$ cat config.mk
export PLATFORM = sky130hd
export DESIGN_NAME = lhp_tables
export DESIGN_NICKNAME = d
export VERILOG_FILES = /design/src/sv/lhp_pkg.sv /design/src/sv/lhp_tables.sv
export SDC_FILE = /design/constraint.sdc
export NUM_CORES = 2
export LEC_CHECK = 0
export BUFFER_PORTS_ARGS = -buffer_cell sky130_fd_sc_hd__buf_2
export CAP_MARGIN = 5
export CELL_PAD_IN_SITES_DETAIL_PLACEMENT = 1
export CELL_PAD_IN_SITES_GLOBAL_PLACEMENT = 1
export CORE_ASPECT_RATIO = 1.75
export CORE_UTILIZATION = 58
export DETAILED_ROUTE_END_ITERATION = 10
export PLACE_DENSITY = 0.83
export SYNTH_ARGS = -nofsm -noshare
export SYNTH_HDL_FRONTEND = slang
export SYNTH_SLANG_ARGS = --single-unit
$ cat constraint.sdc
create_clock -name i_clk -period 5.1 [get_ports i_clk]
set_input_delay 1.02 -clock i_clk [delete_from_list [all_inputs] [get_ports i_clk]]
set_output_delay 1.02 -clock i_clk [all_outputs]
set_load 0.02 [all_outputs]
$ cat src/sv/lhp_pkg.sv
// shared constants and types of the local-history branch predictor
package lhp_pkg;

    localparam int HISTORY_ENTRIES_DEF = 512;
    localparam int HISTORY_BITS_DEF    = 6;
    localparam int PATTERN_SETS_DEF    = 8;

    localparam int PC_W = 32;
    localparam int CTR_W = 2;

    localparam logic OP_PREDICT = 1'b0;
    localparam logic OP_UPDATE  = 1'b1;

    localparam logic [CTR_W-1:0] CTR_MAX       = 2'd3;
    localparam logic [CTR_W-1:0] CTR_MIN       = 2'd0;
    localparam logic [CTR_W-1:0] CTR_THRESHOLD = 2'd2;
    localparam logic [CTR_W-1:0] CTR_RESET     = 2'd1;

    // widest addresses and data over the parameter ranges
    localparam int HIST_ADDR_MAX_W = 16;
    localparam int HIST_DATA_MAX_W = 16;
    localparam int CTR_ADDR_MAX_W  = 22;

    typedef struct packed {
        logic                       hist_rd_en;
        logic [HIST_ADDR_MAX_W-1:0] hist_rd_addr;
        logic                       hist_wr_en;
        logic [HIST_ADDR_MAX_W-1:0] hist_wr_addr;
        logic [HIST_DATA_MAX_W-1:0] hist_wr_data;
        logic                       ctr_rd_en;
        logic [CTR_ADDR_MAX_W-1:0]  ctr_rd_addr;
        logic                       ctr_wr_en;
        logic [CTR_ADDR_MAX_W-1:0]  ctr_wr_addr;
        logic [CTR_W-1:0]           ctr_wr_data;
    } t_tbl_req;

endpackage

$ cat src/sv/lhp_tables.sv
// history table and pattern counter memories, registered read data
module lhp_tables #(
    parameter int HISTORY_ENTRIES = lhp_pkg::HISTORY_ENTRIES_DEF,
    parameter int HISTORY_BITS    = lhp_pkg::HISTORY_BITS_DEF,
    parameter int PATTERN_SETS    = lhp_pkg::PATTERN_SETS_DEF
) (
    input  logic                        i_clk,
    input  lhp_pkg::t_tbl_req           i_req,
    output logic [HISTORY_BITS-1:0]     o_hist_rdata,
    output logic [lhp_pkg::CTR_W-1:0]   o_ctr_rdata
);
    import lhp_pkg::*;

    localparam int CTR_TOTAL = PATTERN_SETS * (1 << HISTORY_BITS);
    localparam int HADDR_W   = $clog2(HISTORY_ENTRIES);
    localparam int CADDR_W   = $clog2(CTR_TOTAL);

    logic [HISTORY_BITS-1:0] r_hist_mem [HISTORY_ENTRIES];
    logic [CTR_W-1:0]        r_ctr_mem  [CTR_TOTAL];
    logic [HISTORY_BITS-1:0] r_hist_rdata;
    logic [CTR_W-1:0]        r_ctr_rdata;

    always_ff @(posedge i_clk) begin
        if (i_req.hist_wr_en) begin
            r_hist_mem[i_req.hist_wr_addr[HADDR_W-1:0]] <=
                i_req.hist_wr_data[HISTORY_BITS-1:0];
        end
        if (i_req.hist_rd_en) begin
            r_hist_rdata <= r_hist_mem[i_req.hist_rd_addr[HADDR_W-1:0]];
        end
    end

    always_ff @(posedge i_clk) begin
        if (i_req.ctr_wr_en) begin
            r_ctr_mem[i_req.ctr_wr_addr[CADDR_W-1:0]] <= i_req.ctr_wr_data;
        end
        if (i_req.ctr_rd_en) begin
            r_ctr_rdata <= r_ctr_mem[i_req.ctr_rd_addr[CADDR_W-1:0]];
        end
    end

    assign o_hist_rdata = r_hist_rdata;
    assign o_ctr_rdata  = r_ctr_rdata;

endmodule

==> summary.md <==
Once the clock tree was built, the resizer swapped 0 gates to a different size. The run gives 10036 as the first-iteration detailed-routing DRC count. After clock tree synthesis, the clock-pin slew on the worst setup and hold paths is 60 ps. The share of synthesized area occupied by flip-flops and latches is 0.757. The number of enable-type register cells in the synthesized netlist was 4104. The proportion of netlist area held by the largest area contributor works out to 0.757.

The proportion of power drawn by flip-flops and latches was 0.541; the shortest period the worst path allows was 4140 ps. Ranked by total cell area, the synthesized netlist is headed by edfxtp_1 76%, mux4_2 8.7%, mux2i_1 5.2%. Among all stages on the critical path, the largest delay is contributed by nand3_1. For the final database, setup skew stands at 70.8 ps.

The flow ran to the end, and the final reports show no timing, DRC or antenna violations. Timing-limited maximum frequency: 241 MHz. The logs give 0.000503 V for the worst IR drop on VDD and 8961 for the total number of nets in the final design. The run gives 123000 µm² as the flip-flop and latch area.

The worst slew slack as a fraction of its limit came out at 0.182. The logs give 0 for the number of hold violations in the final report and 23 for the initial antenna violation count. The longest clock path from root to sink contains 4 buffers. The Yosys step of the flow raised 0 warnings. After detailed routing, the number of vias per cell comes to 7.05. Of all cell types, the one taking the most synthesized area is edfxtp_1. In this run the worst path has a maximum fanout of 37. The predominant post-synthesis flop cell is edfxtp_1. The vertical die dimension was 703 µm; the footprint of the multi-input gates was 36600 µm².

For this design the top-level I/O count stands at 107. From left edge to right edge, the die measures 403 µm. The count of nets left with antenna violations once routing finished came out at 0. The tools report the number of iterations in the first detailed-routing pass as 8. Relative to the synthesized area, the layout overhead comes to 10.4%.

The accumulated negative setup slack was 0 ps. The critical path goes through buf_12, buf_12, buf_4, mux2i_1, o221ai_1, o22ai_1, a22oi_1, nand3_1, nand4_1, and4_1. The placer's final routability congestion estimate was 0.922.

The fraction of registers with async set/reset was 0; the total detailed-routing wirelength was 485000 µm. The number of remaining DRC errors was 0; the net load switching power was 15.1 mW. After technology mapping, the gate count stands at 8734. The proportion of power drawn by combinational gates came out at 0.055.

The class of the worst hold path is input port to register. Setup repair after global routing left no endpoint under its margin. The nature of the critical path startpoint is an input port.

Delay of the slowest cell on the worst path: 650 ps. The cell sitting at the root of the clock tree is a clkbuf_16. By instance count, the leading cell after synthesis is edfxtp_1.

The clock insertion delay at the later pin of the skew report is 940 ps. Buffers placed on the I/O ports in this run total 56. Number of global-route vias before repair: 96092. TritonCTS built the clock tree. The logs give 22948 for the number of fill cells and 355 for the total clock buffers created by CTS. After synthesis the cells add up to 163000 µm². STA classifies the critical path endpoint as a register.

The share of final-layout standard cells stronger than drive strength 1 works out to 0.174. OpenSTA, run right after detailed placement, puts the worst setup slack at 419 ps. The average wire per cell in the routed design works out to 38.0 µm. At the pin with the least slew margin, the transition time is 1220 ps.

The netlist uses 65 different library cells. Across all layers, the routed design uses 90058 vias. The run gives 0 as the number of hold-repair buffers added at the cts stage.

The final count of pins violating max slew was 0. Setup violations remaining at the end of the flow were counted as 0. Buffers added to address setup during post-CTS repair amount to 0. Deepest level of the CTS H-tree: 5. Max-cap violations in this run came to 0. After synthesis, the most frequently instantiated cells are 4104 x edfxtp_1, 1115 x nor2_1, 839 x mux2i_1, 628 x mux4_2, 391 x o221ai_1. The critical path class was input port to register. For this run the aggregate overflow at the end of global routing stands at 0. The logs give 0.342 for the global-route usage over all layers and 8833 for the synthesized netlist net count. The die covers 283000 µm². Across all setup checks in the final design, the least slack found is 957 ps. The starting utilization of the core area is 0.583, and the share of the clock period used by the worst path is 0.812. The static power due to leakage was 56.7 nW; the mean cell area of the mapped netlist was 18.6 µm². Internal power comes to 53.6 mW.

The first global-routing pass estimated 688000 µm of wire. The clock group share of total power is 0.404. Power spread over the standard cell area amounts to 382 nW/µm². After floorplanning, the core was divided into 257 placement rows. Counting stages on the worst path, the most repeated cell is buf_12. Arrival time at the worst endpoint: 4840 ps.

At the worst endpoint, the required time is 5800 ps. The synthesized design contains 4104 register bits. The clock drives 4104 sinks. The net switching fraction of the power is 0.220.

The run gives 289000 µm as the post-DP HPWL. Entering global routing, the biggest net connects 162 pins. The floorplan core area came out at 279000 µm².
==> worst max-delay path, delay by kind of cell <==
| family | cells | cell delay [ps] |
|---|---|---|
| mux | 1 | 250 |
| simple gates | 3 | 1520 |
| buf+inv | 3 | 1020 |
| compound gates | 3 | 930 |
==> state kept, by name, summed over array words and instances (netlist names) <==
register      count
r_hist_mem     3072
o_ctr_rdata       2
r_ctr_mem      1024
o_hist_rdata      6
==> cell type report <==
type,instances,area share
Timing Repair Buffer,367,0.0202
Multi-Input combinational cell,4027,0.204
Clock buffer,408,0.0516
Inverter,7,0.000188
Antenna cell,14,0.000195
Clock inverter,223,0.0128
Sequential cell,4104,0.686
Tap cell,3626,0.0252
==> metal layers <==
metal | GRT usage | share of wire | vias to the layer above | routed length, µm
met5 | 0 | 0.00022 | - | 106
met3 | 0.0634 | 0.080 | 1800 | 38800
met2 | 0.593 | 0.52 | 6015 | 250000
li1 | - | - | 35745 | -
met4 | 0.272 | 0.090 | 16 | 43800
met1 | 0.369 | 0.31 | 46482 | 152000
==> cells by family (layout without fill, tap and decap cells) <==
family / after synthesis / after routing / share of synthesized area
compound gates: 997 / 997 / 0.0439
buf+inv: 603 / 1005 / 0.0195
flops: 4104 / 4104 / 0.757
mux: 1506 / 1506 / 0.141
other cells: 0 / 14 / 0
simple gates: 1524 / 1524 / 0.0384
==> power by group through the flow <==
stage          registers, mW  clock network (mW)  logic (mW)
6_report                37.1                27.8        3.76
5_1_grt                 37.1                28.8        3.84
4_1_cts                 37.1                27.9        3.69
3_5_place_dp            37.9                   0        3.61
3_3_place_gp            37.9                   0        3.43
2_1_floorplan           37.9                   0        1.86
==> through the flow <==
stage	power [mW]	hold slack (ps)	instances	util	instance area (µm²)
after floorplan	39.8	957	8734	-	163000
after global placement	41.3	1180	12131	0.601	168000
after detailed placement	41.5	1220	12131	0.601	168000
after CTS	68.7	286	12762	0.643	180000
after global routing	69.7	316	12764	0.643	180000
final	68.7	332	12776	0.643	180000
==> layout by cell type, fill, tap and decap left out, types with 41 or more instances in the layout <==
master,n
clkbuf_1,44
clkbuf_16,364
a21oi_1,194
nor3_1,77
buf_4,242
mux4_2,628
nor2_1,1114
mux2i_1,839
nand2_1,141
o21ai_0,83
edfxtp_1,4104
buf_2,41
o221ai_1,391
bufinv_16,44
o22ai_1,181
buf_12,72
clkinv_1,81
clkinv_2,63
==> final timing paths <==
path         slack (ps)  cells past startpoint               to               start
max                 960                     10  o_hist_rdata[2]           i_req[81]
max reg2reg        1680                      7  o_hist_rdata[0]   r_hist_mem[83][0]
min reg2reg        1220                      4  o_hist_rdata[4]  r_hist_mem[299][4]
min                 330                      1   o_ctr_rdata[0]           i_req[47]
No activity file was read; power rests on OpenSTA's default activity.
