$ cat src/sv/lhp_pkg.sv
// shared constants and types of the local-history branch predictor
package lhp_pkg;

    localparam int HISTORY_ENTRIES_DEF = 512;
    localparam int HISTORY_BITS_DEF    = 6;
    localparam int PATTERN_SETS_DEF    = 8;

    localparam int PC_W = 32;
    localparam int CTR_W = 2;

    localparam logic OP_PREDICT = 1'b0;
    localparam logic OP_UPDATE  = 1'b1;

    localparam logic [CTR_W-1:0] CTR_MAX       = 2'd3;
    localparam logic [CTR_W-1:0] CTR_MIN       = 2'd0;
    localparam logic [CTR_W-1:0] CTR_THRESHOLD = 2'd2;
    localparam logic [CTR_W-1:0] CTR_RESET     = 2'd1;

    // widest addresses and data over the parameter ranges
    localparam int HIST_ADDR_MAX_W = 16;
    localparam int HIST_DATA_MAX_W = 16;
    localparam int CTR_ADDR_MAX_W  = 22;

    typedef struct packed {
        logic                       hist_rd_en;
        logic [HIST_ADDR_MAX_W-1:0] hist_rd_addr;
        logic                       hist_wr_en;
        logic [HIST_ADDR_MAX_W-1:0] hist_wr_addr;
        logic [HIST_DATA_MAX_W-1:0] hist_wr_data;
        logic                       ctr_rd_en;
        logic [CTR_ADDR_MAX_W-1:0]  ctr_rd_addr;
        logic                       ctr_wr_en;
        logic [CTR_ADDR_MAX_W-1:0]  ctr_wr_addr;
        logic [CTR_W-1:0]           ctr_wr_data;
    } t_tbl_req;

endpackage

$ cat src/sv/lhp_index.sv
// set and history slot from the branch address, shift or reciprocal multiply
module lhp_index #(
    parameter int PATTERN_SETS    = lhp_pkg::PATTERN_SETS_DEF,
    parameter int HISTORY_ENTRIES = lhp_pkg::HISTORY_ENTRIES_DEF,
    parameter int SET_W  = (PATTERN_SETS > 1) ? $clog2(PATTERN_SETS) : 1,
    parameter int SLOT_W = $clog2(HISTORY_ENTRIES)
) (
    input  logic                      i_clk,
    input  logic                      i_rst_n,
    input  logic                      i_start,
    input  logic [lhp_pkg::PC_W-1:0]  i_pc,
    output logic                      o_done,
    output logic [SET_W-1:0]          o_set,
    output logic [SLOT_W-1:0]         o_slot
);
    import lhp_pkg::*;

    localparam bit SETS_POW2    = (PATTERN_SETS & (PATTERN_SETS - 1)) == 0;
    localparam bit ENTRIES_POW2 = (HISTORY_ENTRIES & (HISTORY_ENTRIES - 1)) == 0;

    generate
        if (SETS_POW2 && ENTRIES_POW2) begin : g_shift
            localparam int SET_SHIFT = $clog2(PATTERN_SETS);
            localparam logic [PC_W-1:0] SET_MASK = PC_W'(PATTERN_SETS - 1);

            logic              r_done;
            logic [SET_W-1:0]  r_set;
            logic [SLOT_W-1:0] r_slot;

            always_ff @(posedge i_clk) begin
                if (!i_rst_n) begin
                    r_done <= 1'b0;
                end else begin
                    r_done <= i_start;
                end
            end

            always_ff @(posedge i_clk) begin
                if (i_start) begin
                    r_set  <= SET_W'(i_pc & SET_MASK);
                    r_slot <= SLOT_W'(i_pc >> SET_SHIFT);
                end
            end

            assign o_done = r_done;
            assign o_set  = r_set;
            assign o_slot = r_slot;
        end else begin : g_recip
            localparam int HALF   = 17;
            localparam int PROD_W = PC_W + HALF;
            localparam int ACC_W  = 2 * PC_W + 1;
            localparam int SK     = PC_W + $clog2(PATTERN_SETS);
            localparam int EK     = PC_W + $clog2(HISTORY_ENTRIES);
            localparam longint unsigned SM =
                ((64'd1 << SK) + 64'(PATTERN_SETS) - 64'd1) / 64'(PATTERN_SETS);
            localparam longint unsigned EM =
                ((64'd1 << EK) + 64'(HISTORY_ENTRIES) - 64'd1) / 64'(HISTORY_ENTRIES);
            localparam logic [HALF-1:0]   SM_LO = HALF'(SM);
            localparam logic [HALF-1:0]   SM_HI = HALF'(SM >> HALF);
            localparam logic [HALF-1:0]   EM_LO = HALF'(EM);
            localparam logic [HALF-1:0]   EM_HI = HALF'(EM >> HALF);
            localparam logic [SET_W-1:0]  S_LOW = SET_W'(PATTERN_SETS);
            localparam logic [SLOT_W-1:0] E_LOW = SLOT_W'(HISTORY_ENTRIES);

            localparam logic [2:0] ST_S_LO = 3'd0;
            localparam logic [2:0] ST_S_HI = 3'd1;
            localparam logic [2:0] ST_E_LO = 3'd2;
            localparam logic [2:0] ST_E_HI = 3'd3;
            localparam logic [2:0] ST_FOLD = 3'd4;

            logic              r_busy;
            logic              r_done;
            logic [2:0]        r_step;
            logic [PC_W-1:0]   r_pc;
            logic [PC_W-1:0]   r_q1;
            logic [PC_W-1:0]   r_q2;
            logic [ACC_W-1:0]  r_acc;
            logic [SET_W-1:0]  r_set;
            logic [SLOT_W-1:0] r_slot;
            logic [PC_W-1:0]   mul_a;
            logic [HALF-1:0]   mul_b;
            logic [PROD_W-1:0] prod;
            logic [ACC_W-1:0]  acc_sum;
            logic [SET_W-1:0]  set_prod;
            logic [SLOT_W-1:0] slot_prod;

            // quotient by the set count, then by the entries, 17-bit slices of the reciprocal
            always_comb begin
                mul_a = (r_step < ST_E_LO) ? r_pc : r_q1;
                case (r_step)
                    ST_S_LO: mul_b = SM_LO;
                    ST_S_HI: mul_b = SM_HI;
                    ST_E_LO: mul_b = EM_LO;
                    default: mul_b = EM_HI;
                endcase
                prod      = PROD_W'(mul_a) * PROD_W'(mul_b);
                acc_sum   = r_acc + (ACC_W'(prod) << HALF);
                set_prod  = r_q1[SET_W-1:0] * S_LOW;
                slot_prod = r_q2[SLOT_W-1:0] * E_LOW;
            end

            always_ff @(posedge i_clk) begin
                if (!i_rst_n) begin
                    r_busy <= 1'b0;
                    r_done <= 1'b0;
                    r_step <= ST_S_LO;
                end else begin
                    r_done <= 1'b0;
                    if (i_start) begin
                        r_busy <= 1'b1;
                        r_step <= ST_S_LO;
                    end else if (r_busy) begin
                        if (r_step == ST_FOLD) begin
                            r_busy <= 1'b0;
                            r_done <= 1'b1;
                        end else begin
                            r_step <= r_step + 3'd1;
                        end
                    end
                end
            end

            always_ff @(posedge i_clk) begin
                if (i_start) begin
                    r_pc <= i_pc;
                end else if (r_busy) begin
                    case (r_step)
                        ST_S_LO: r_acc <= ACC_W'(prod);
                        ST_S_HI: r_q1  <= PC_W'(acc_sum >> SK);
                        ST_E_LO: r_acc <= ACC_W'(prod);
                        ST_E_HI: r_q2  <= PC_W'(acc_sum >> EK);
                        default: begin
                            r_set  <= r_pc[SET_W-1:0] - set_prod;
                            r_slot <= r_q1[SLOT_W-1:0] - slot_prod;
                        end
                    endcase
                end
            end

            assign o_done = r_done;
            assign o_set  = r_set;
            assign o_slot = r_slot;
        end
    endgenerate

endmodule

$ cat config.mk
export PLATFORM = sky130hd
export DESIGN_NAME = lhp_index
export DESIGN_NICKNAME = d
export VERILOG_FILES = /design/src/sv/lhp_pkg.sv /design/src/sv/lhp_index.sv
export SDC_FILE = /design/constraint.sdc
export NUM_CORES = 1
export LEC_CHECK = 0
export BUFFER_PORTS_ARGS = -buffer_cell sky130_fd_sc_hd__buf_2
export CAP_MARGIN = 10
export CORE_MARGIN = 4
export CORE_UTILIZATION = 29
export DETAILED_ROUTE_END_ITERATION = 12
export GPL_TIMING_DRIVEN = 0
export PLACE_DENSITY_LB_ADDON = 0.25
export SETUP_SLACK_MARGIN = 0.15
export SYNTH_ARGS = -nofsm -noshare
export SYNTH_HDL_FRONTEND = slang
export SYNTH_SLANG_ARGS = --single-unit
export TNS_END_PERCENT = 1
$ cat constraint.sdc
create_clock -name i_clk -period 0.8 [get_ports i_clk]
set_clock_uncertainty 0.15 [all_clocks]
set_input_delay 0.08 -clock i_clk [delete_from_list [all_inputs] [get_ports i_clk]]
set_output_delay 0.08 -clock i_clk [all_outputs]
set_load 0.1 [all_outputs]
==> results of run 1 <==
[worst min path at each step]
stage	end	slack [ns]	cells past startpoint
3_5_place_dp	o_set[0]	0.11	1
4_1_cts	o_slot[0]	-0.18	1
5_1_grt	o_slot[2]	-0.19	1
3_3_place_gp	o_slot[5]	0.11	1
6_report	o_slot[0]	-0.16	1
2_1_floorplan	o_set[0]	0.03	0
[metal layers]
metal	vias up	global-route usage (%)	part of all wire (%)
li1	116	-	-
met1	110	9.64	32
met2	21	15.2	51
met3	2	4.88	15
met4	0	5.42	2.0
met5	-	0	0
[timing repair]
item                                    4_1_cts  5_1_grt
gates resized for setup                      28        0
endpoints found under the setup margin       13       13
endpoints found under the hold margin        13       13
[state kept, by name, indices dropped and copies added, names as in the netlist]
signal	count
o_set	3
o_done	1
o_slot	9
[through the flow]
stage,power (W),area (sq um)
after floorplan,0.00121,388
after global placement,0.00129,541
after detailed placement,0.00130,541
after CTS,0.00177,657
after global routing,0.00182,657
final,0.00174,657
[kinds of logic after synthesis]
| group | count (synthesis) | share of synthesized area (%) |
|---|---|---|
| AND/OR/NAND/NOR | 1 | 1.62 |
| flip-flops | 13 | 98.4 |
[area by class of cell]
cell class                 count  area (sq um)  share of cell area [%]
sequential                    13           382                    58.1
timing repair buffer          27           225                    34.3
clock buffer                   4          26.3                    4.00
tap                           14          17.5                    2.67
multi-input combinational      1          6.26                   0.952
[Yosys cell counts, drive strengths merged]
cell and n:
edfxtp 12, dfxtp 1, and2 1
[power by group]
group / internal, W / total (W) / leakage [nW] / switching (W)
logic: 0.000124 / 0.000533 / 0.139 / 0.000409
registers: 0.000801 / 0.000825 / 0.126 / 0.0000242
clock network: 0.000193 / 0.000381 / 0.0150 / 0.000188
==> results.yml, run 1 <==
clock_network:
  clockBufferDepth: 2
  clock_sinks: 13
  ctsHtreeMaxLevel: 1
  cts_root_buffer: "clkbuf_4"
  cts_tree: "yes"
  clk_pin_slew_worst_paths_ns: 0.07
  cts_setup_buffers: 0
  cts_inserted_buffers: 3
placed_design:
  portBuffers: 27
  dp.cells: 55
  place_ws_ns: -0.187
  place.gp.congestion: 0.644
hold_path:
  worstHoldStart: "i_pc[3]"
  hp-class: "input port to register"
job:
  maxCapViolations: 0
critical_path:
  cp_slowest_cell: "edfxtp_1"
  crit_end: "o_slot[8]"
  worstSetupPathType: "register to output port"
  worstPathRequired_ns: 0.57
  path_cells: "buf_6"
  crit_buf_inv: 1
  worstSetupStartpoint: "o_slot[8]"
  crit_fanout: 1
  cp-end-kind: "output port"
  crit_family: "flip-flops"
  slowest_delay_ns: 0.41
  cp-start-kind: "register"
  cp.depth: 1
  arrival_ns: 0.88
cells_and_area:
  utilization_pct: 55.4
  layout_common_cells: "buf_2 (14), edfxtp_1 (12), buf_6 (12)"
  n_antenna_cell: 0
  num-nets-final: 81
  stdcell_count: 59
  final_common_cell: "buf_2"
  area_growth_pct: 69.9
  drive_above_1_share_pct: 68.9
  fillCellCount: 104
run_status:
  status: "complete, but fails checks"
  violations: "hold timing, setup timing"
synth:
  yosysTopAreaCell: "edfxtp_1"
  yosys-top-cells-area: "edfxtp_1 (93%), dfxtp_1 (5.2%), and2_1 (1.6%)"
  syn_nets: 49
  syn-cell-area_sq_um: 387
  avgSynthCellArea_sq_um: 27.6
  syn_inst: 14
  yosysSeqAreaShare_pct: 98.4
  synth-seq-cells: 13
  yosys.cell_types.count: 3
  ys_warn_count: 0
  synth_top_cell_area_share_pct: 93.2
route:
  drc_errors: 0
  drt_iter0_markers: 0
  dr.pass1.iters: 1
  wl_um: 759
  drt-wirelength-per-cell_um: 12.9
  avgViaCountPerCell: 4.22
  vias: 249
  antenna_left: 0
floorplan:
  core_area_sq_um: 1190
  die_w_um: 44.5
  io_pins: 48
  initial_core_util_pct: 32.6
  die_y_um: 44.5
  rows: 12
  die_area_sq_um: 1980
sta:
  max_slew.worst_pin.slew_ns: 0.259
  fin_crit_sh_pct: 139
  max_freq_ghz: 0.898
  hold_violations: 13
  grt_setup_unrepaired: "true"
  relSlewSlack_pct: 82.8
  fin_tns_setup_ns: -3.56
  min_period_ns: 1.11
  finalMaxSlewViolations: 0
  setup_slack_ns: -0.313
  setup-violations-final: 13
  fin_hold_ws_ns: -0.165
power_and_ir_drop:
  p_leak_nw: 0.280
  power.density_nw_per_um2: 2650
  vdd_ir_drop_max_uv: 1230
global_route:
  grt_pass1_vias: 274
  gr-total-overflow: 0
  grt_use_total_pct: 9.41
  grt_pass1_wl_mm: 1.19
  antenna_found_initial: 0
  grt_max_degree: 14
Power figures use the tool's default switching activity.
==> run 2, diff against run 1 <==
--- a/config.mk
+++ b/config.mk
@@ -7,8 +7,11 @@
 export LEC_CHECK = 0
 export BUFFER_PORTS_ARGS = -buffer_cell sky130_fd_sc_hd__buf_2
 export CAP_MARGIN = 10
+export CELL_PAD_IN_SITES_DETAIL_PLACEMENT = 0
+export CELL_PAD_IN_SITES_GLOBAL_PLACEMENT = 1
 export CORE_MARGIN = 4
-export CORE_UTILIZATION = 29
+export CORE_UTILIZATION = 21
+export CTS_BUF_LIST = sky130_fd_sc_hd__clkbuf_16
 export DETAILED_ROUTE_END_ITERATION = 12
 export GPL_TIMING_DRIVEN = 0
 export PLACE_DENSITY_LB_ADDON = 0.25
==> run 2 against run 1 <==
- sequential share of layout area shrank 5.6 points
- total power rose by 30%
- sequential power increased by 0.7%
- worst hold slack better by 0.033 ns
- largest cell class unchanged
- first-iteration DRC count is 4 higher
- the run still ends with hold timing, setup timing left
- count of clock-buffer cells in the layout down 1
==> results.yml, run 2 (synthesized netlist as in run 1, its figures left out) <==
floorplan:
  core_area_sq_um: 1730
  initial_core_util_pct: 22.4
  die_y_um: 50.9
  die_w_um: 50.9
  die_area_sq_um: 2590
  io_pins: 48
  rows: 15
power_and_ir_drop:
  p_leak_nw: 0.309
  vdd_ir_drop_max_uv: 2180
  power.density_nw_per_um2: 3110
  power_w: 0.00226
global_route:
  gr-total-overflow: 0
  grt_pass1_wl_mm: 1.19
  grt_max_degree: 14
  antenna_found_initial: 0
  grt_pass1_vias: 281
  grt_use_total_pct: 6.67
route:
  drt-wirelength-per-cell_um: 10.9
  vias: 255
  drt_iter0_markers: 4
  drc_errors: 0
  wl_um: 764
  antenna_left: 0
  avgViaCountPerCell: 3.64
  dr.pass1.iters: 2
sta:
  finalMaxSlewViolations: 0
  max_slew.worst_pin.slew_ns: 0.280
  max_freq_ghz: 0.934
  fin_hold_ws_ns: -0.131
  hold_violations: 13
  min_period_ns: 1.07
  grt_setup_unrepaired: "true"
  setup-violations-final: 13
  setup_slack_ns: -0.270
  fin_crit_sh_pct: 134
  relSlewSlack_pct: 81.3
cells_and_area:
  fillCellCount: 167
  final_common_cell: "buf_2"
  num-nets-final: 81
  regArea_sq_um: 382
  layout_common_cells: "buf_2 (14), edfxtp_1 (12), buf_6 (11)"
  stdcell_count: 70
  area_growth_pct: 88.0
  largest_reg_flops: 9
  drive_above_1_share_pct: 68.9
  n_antenna_cell: 0
  postLayoutCellArea_sq_um: 727
  multiInputGateArea_sq_um: 6.26
clock_network:
  ctsHtreeMaxLevel: 1
  clock_sinks: 13
  clk_pin_slew_worst_paths_ns: 0.04
  cts_root_buffer: "clkbuf_16"
  clockBufferDepth: 2
  cts_inserted_buffers: 3
  cts_tree: "yes"
  cts_setup_buffers: 0
placed_design:
  place.gp.congestion: 0.669
  place_area_sq_um: 554
  dp.cells: 66
  portBuffers: 27
critical_path:
  path_cells: "buf_6"
  cp-end-kind: "output port"
  cp-start-kind: "register"
  worstSetupPathType: "register to output port"
  crit_family: "flip-flops"
  crit_fanout: 1
  worstSetupStartpoint: "o_set[0]"
  slowest_delay_ns: 0.40
  worstPathRequired_ns: 0.57
  cp.depth: 1
  crit_end: "o_set[0]"
  crit_buf_inv: 1
  cp_slowest_cell: "edfxtp_1"
  arrival_ns: 0.84
job:
  maxCapViolations: 0
hold_path:
  hp-class: "input port to register"
run_status:
  status: "complete, but fails checks"
  violations: "hold timing, setup timing"
run 2: area by class of cell:
class / instances / share of cell area (%)
sequential: 13 / 52.5
timing repair buffer: 27 / 31.5
clock buffer: 3 / 10.3
tap: 25 / 4.30
multi-input combinational: 1 / 0.861
clock inverter: 1 / 0.516
run 2: how the worst min path moves through the flow:
stage	startpoint	endpoint	slack [ns]	cells past startpoint
6_report	i_pc[5]	o_slot[2]	-0.13	1
5_1_grt	i_pc[1]	o_set[1]	-0.14	1
4_1_cts	i_pc[5]	o_slot[2]	-0.14	1
3_5_place_dp	i_pc[5]	o_slot[2]	0.11	1
3_3_place_gp	i_pc[9]	o_slot[6]	0.11	1
2_1_floorplan	i_pc[0]	o_set[0]	0.03	0
run 2: per-stage QoR:
step / utilization, % / TNS [ns] / worst slack (ns)
3_3_place_gp: 32.1 / -1.91 / -0.154
3_5_place_dp: 32.1 / -2.21 / -0.178
6_report: 42.1 / -3.07 / -0.270
5_1_grt: 42.1 / -3.43 / -0.298
2_1_floorplan: - / -4.06 / -0.334
4_1_cts: 41.9 / -3.09 / -0.272
run 2: what timing repair did:
item | CTS | global route
setup endpoints to repair | 13 | 13
hold endpoints to repair | 13 | 13
gates resized for setup | 28 | 1
run 2: routing by layer:
metal / share of wire (%) / vias to the layer above / GRT usage (%) / routed length, um
li1: - / 115 / - / -
met1: 31 / 119 / 4.60 / 237
met2: 51 / 21 / 12.4 / 393
met3: 17 / 0 / 6.41 / 133
met4: 0 / 0 / 1.35 / 0
met5: 0 / - / 0 / 0
run 2: report_power, final:
group | switching (W) | leakage (nW) | total, W | internal (W)
logic | 0.000410 | 0.140 | 0.000537 | 0.000127
registers | 0.0000254 | 0.126 | 0.000831 | 0.000805
clock network | 0.000238 | 0.0423 | 0.000894 | 0.000655
==> run 3, diff against run 2 <==
--- a/config.mk
+++ b/config.mk
@@ -9,6 +9,7 @@
 export CAP_MARGIN = 10
 export CELL_PAD_IN_SITES_DETAIL_PLACEMENT = 0
 export CELL_PAD_IN_SITES_GLOBAL_PLACEMENT = 1
+export CORE_ASPECT_RATIO = 0.75
 export CORE_MARGIN = 4
 export CORE_UTILIZATION = 21
 export CTS_BUF_LIST = sky130_fd_sc_hd__clkbuf_16
==> run 3 against run 2 <==
- flip-flop and latch count unchanged
- sequential share of layout area increased by 0.27 points
- the flow still finishes with violations (hold timing, setup timing)
- final cell count decreased by 4.3%
- critical path type unchanged
- count of clock-buffer cells in the layout unchanged
- highest routed layer is now met4
- worst hold slack got worse by 0.0042 ns
- setup slack improved by 0.015 ns
- die area increased by 0.29%
- fmax increased by 1.4%
- core utilization decreased by 0.55 points
- global-route usage decreased by 0.27 points
- sequential power about the same
==> results.yml, run 3 (synthesized netlist as in run 1, its figures left out) <==
critical_path:
  slowest_delay_ns: 0.39
  worstPathRequired_ns: 0.57
  cp-end-kind: "output port"
  crit_family: "flip-flops"
  worstSetupPathType: "register to output port"
  arrival_ns: 0.83
  crit_fanout: 1
  crit_buf_inv: 1
  path_cells: "buf_8"
  cp_slowest_cell: "edfxtp_1"
  cp-start-kind: "register"
floorplan:
  rows: 13
  core_area_sq_um: 1740
  io_pins: 48
  die_y_um: 45.2
  initial_core_util_pct: 22.2
  die_area_sq_um: 2600
  die_w_um: 57.5
route:
  wl_met1_um: 228
  routed.top_layer: "met4"
  met2_wirelength_um: 443
  drt-wirelength-per-cell_um: 11.4
  drc_errors: 0
  drt_iter0_markers: 2
  wl_um: 761
  dr_wl_met3_um: 57
  antenna_left: 0
  avgViaCountPerCell: 3.57
  vias: 239
  dr.pass1.iters: 4
sta:
  max_freq_ghz: 0.948
  hold_violations: 13
  setup-violations-final: 13
  fin_crit_sh_pct: 132
  grt_setup_unrepaired: "true"
  setup_slack_ns: -0.255
  fin_hold_ws_ns: -0.136
  min_period_ns: 1.06
  relSlewSlack_pct: 82.1
  finalMaxSlewViolations: 0
  max_slew.worst_pin.slew_ns: 0.269
cells_and_area:
  layout_common_cells: "buf_2 (14), edfxtp_1 (12), buf_6 (11)"
  n_antenna_cell: 0
  final_common_cell: "buf_2"
  drive_above_1_share_pct: 68.9
  area_growth_pct: 87.1
  largest_reg_flops: 9
  postLayoutCellArea_sq_um: 723
  num-nets-final: 81
hold_path:
  hp-class: "input port to register"
  worstHoldStart: "i_pc[9]"
  hold_end: "o_slot[6]"
  min_path_cells: 1
run_status:
  status: "complete, but fails checks"
  violations: "hold timing, setup timing"
power_and_ir_drop:
  vdd_ir_drop_max_uv: 1270
  p_leak_nw: 0.309
  pwr-share-seq_pct: 36.4
  switchingPower_w: 0.000683
  sw_frac_of_total_pct: 30.1
  power_frac_clock_pct: 39.9
  combPwrFrac_pct: 23.6
  power.internal_w: 0.00159
  power_w: 0.00227
  power.density_nw_per_um2: 3140
global_route:
  gr-total-overflow: 0
  grt_pass1_vias: 256
  grt_pass1_wl_mm: 1.10
  antenna_found_initial: 0
  grt_max_degree: 14
  grt_use_total_pct: 6.40
clock_network:
  clk_pin_slew_worst_paths_ns: 0.04
  cts_tree: "yes"
  ctsHtreeMaxLevel: 1
  cts_root_buffer: "clkbuf_16"
  cts_inserted_buffers: 3
  clockBufferDepth: 2
  clock_sinks: 13
placed_design:
  place.gp.congestion: 0.646
  portBuffers: 27
  place_area_sq_um: 551
job:
  maxCapViolations: 0
run 3: repair_timing:
action	CTS	global route
hold endpoints to repair	13	13
pin swaps	0	0
gates resized for setup	28	1
setup buffers	0	0
setup endpoints to repair	13	13
run 3: metrics by stage:
stage	setup TNS (ns)	setup slack, ns	std cells	util, %
finish	-3.02	-0.255	67	41.6
global route	-3.31	-0.281	67	41.6
CTS	-3.14	-0.266	67	41.3
detailed placement	-2.34	-0.167	63	31.6
global placement	-1.94	-0.149	63	31.6
floorplan	-4.06	-0.334	14	-
run 3: worst max-delay path by stage:
stage / start / endpoint / slack [ns] / cells past startpoint
detailed placement: o_slot[2] / o_slot[2] / -0.17 / 1
floorplan: o_set[0] / o_set[0] / -0.33 / 0
global placement: o_slot[0] / o_slot[0] / -0.15 / 1
finish: o_set[1] / o_set[1] / -0.26 / 1
global route: o_set[1] / o_set[1] / -0.28 / 1
CTS: o_slot[2] / o_slot[2] / -0.27 / 1
run 3: layer usage:
metal  vias up  GRT usage (%)
li1        116              -
met5         -              0
met1       106           5.66
met2        13           10.1
met4         0           9.72
met3         4           1.71
run 3: final cells by class:
type | count | area [sq um]
clock buffer | 3 | 75.1
clock inverter | 1 | 3.75
fill | 170 | 1020
multi-input combinational | 1 | 6.26
sequential | 13 | 382
tap | 22 | 27.5
timing repair buffer | 27 | 229
run 3: power groups by stage:
stage,registers [W],logic [W],clock network [W]
floorplan,0.00121,0.00000160,0
global placement,0.000823,0.000467,0
finish,0.000828,0.000536,0.000907
global route,0.000831,0.000547,0.000966
CTS,0.000828,0.000538,0.000939
detailed placement,0.000825,0.000470,0
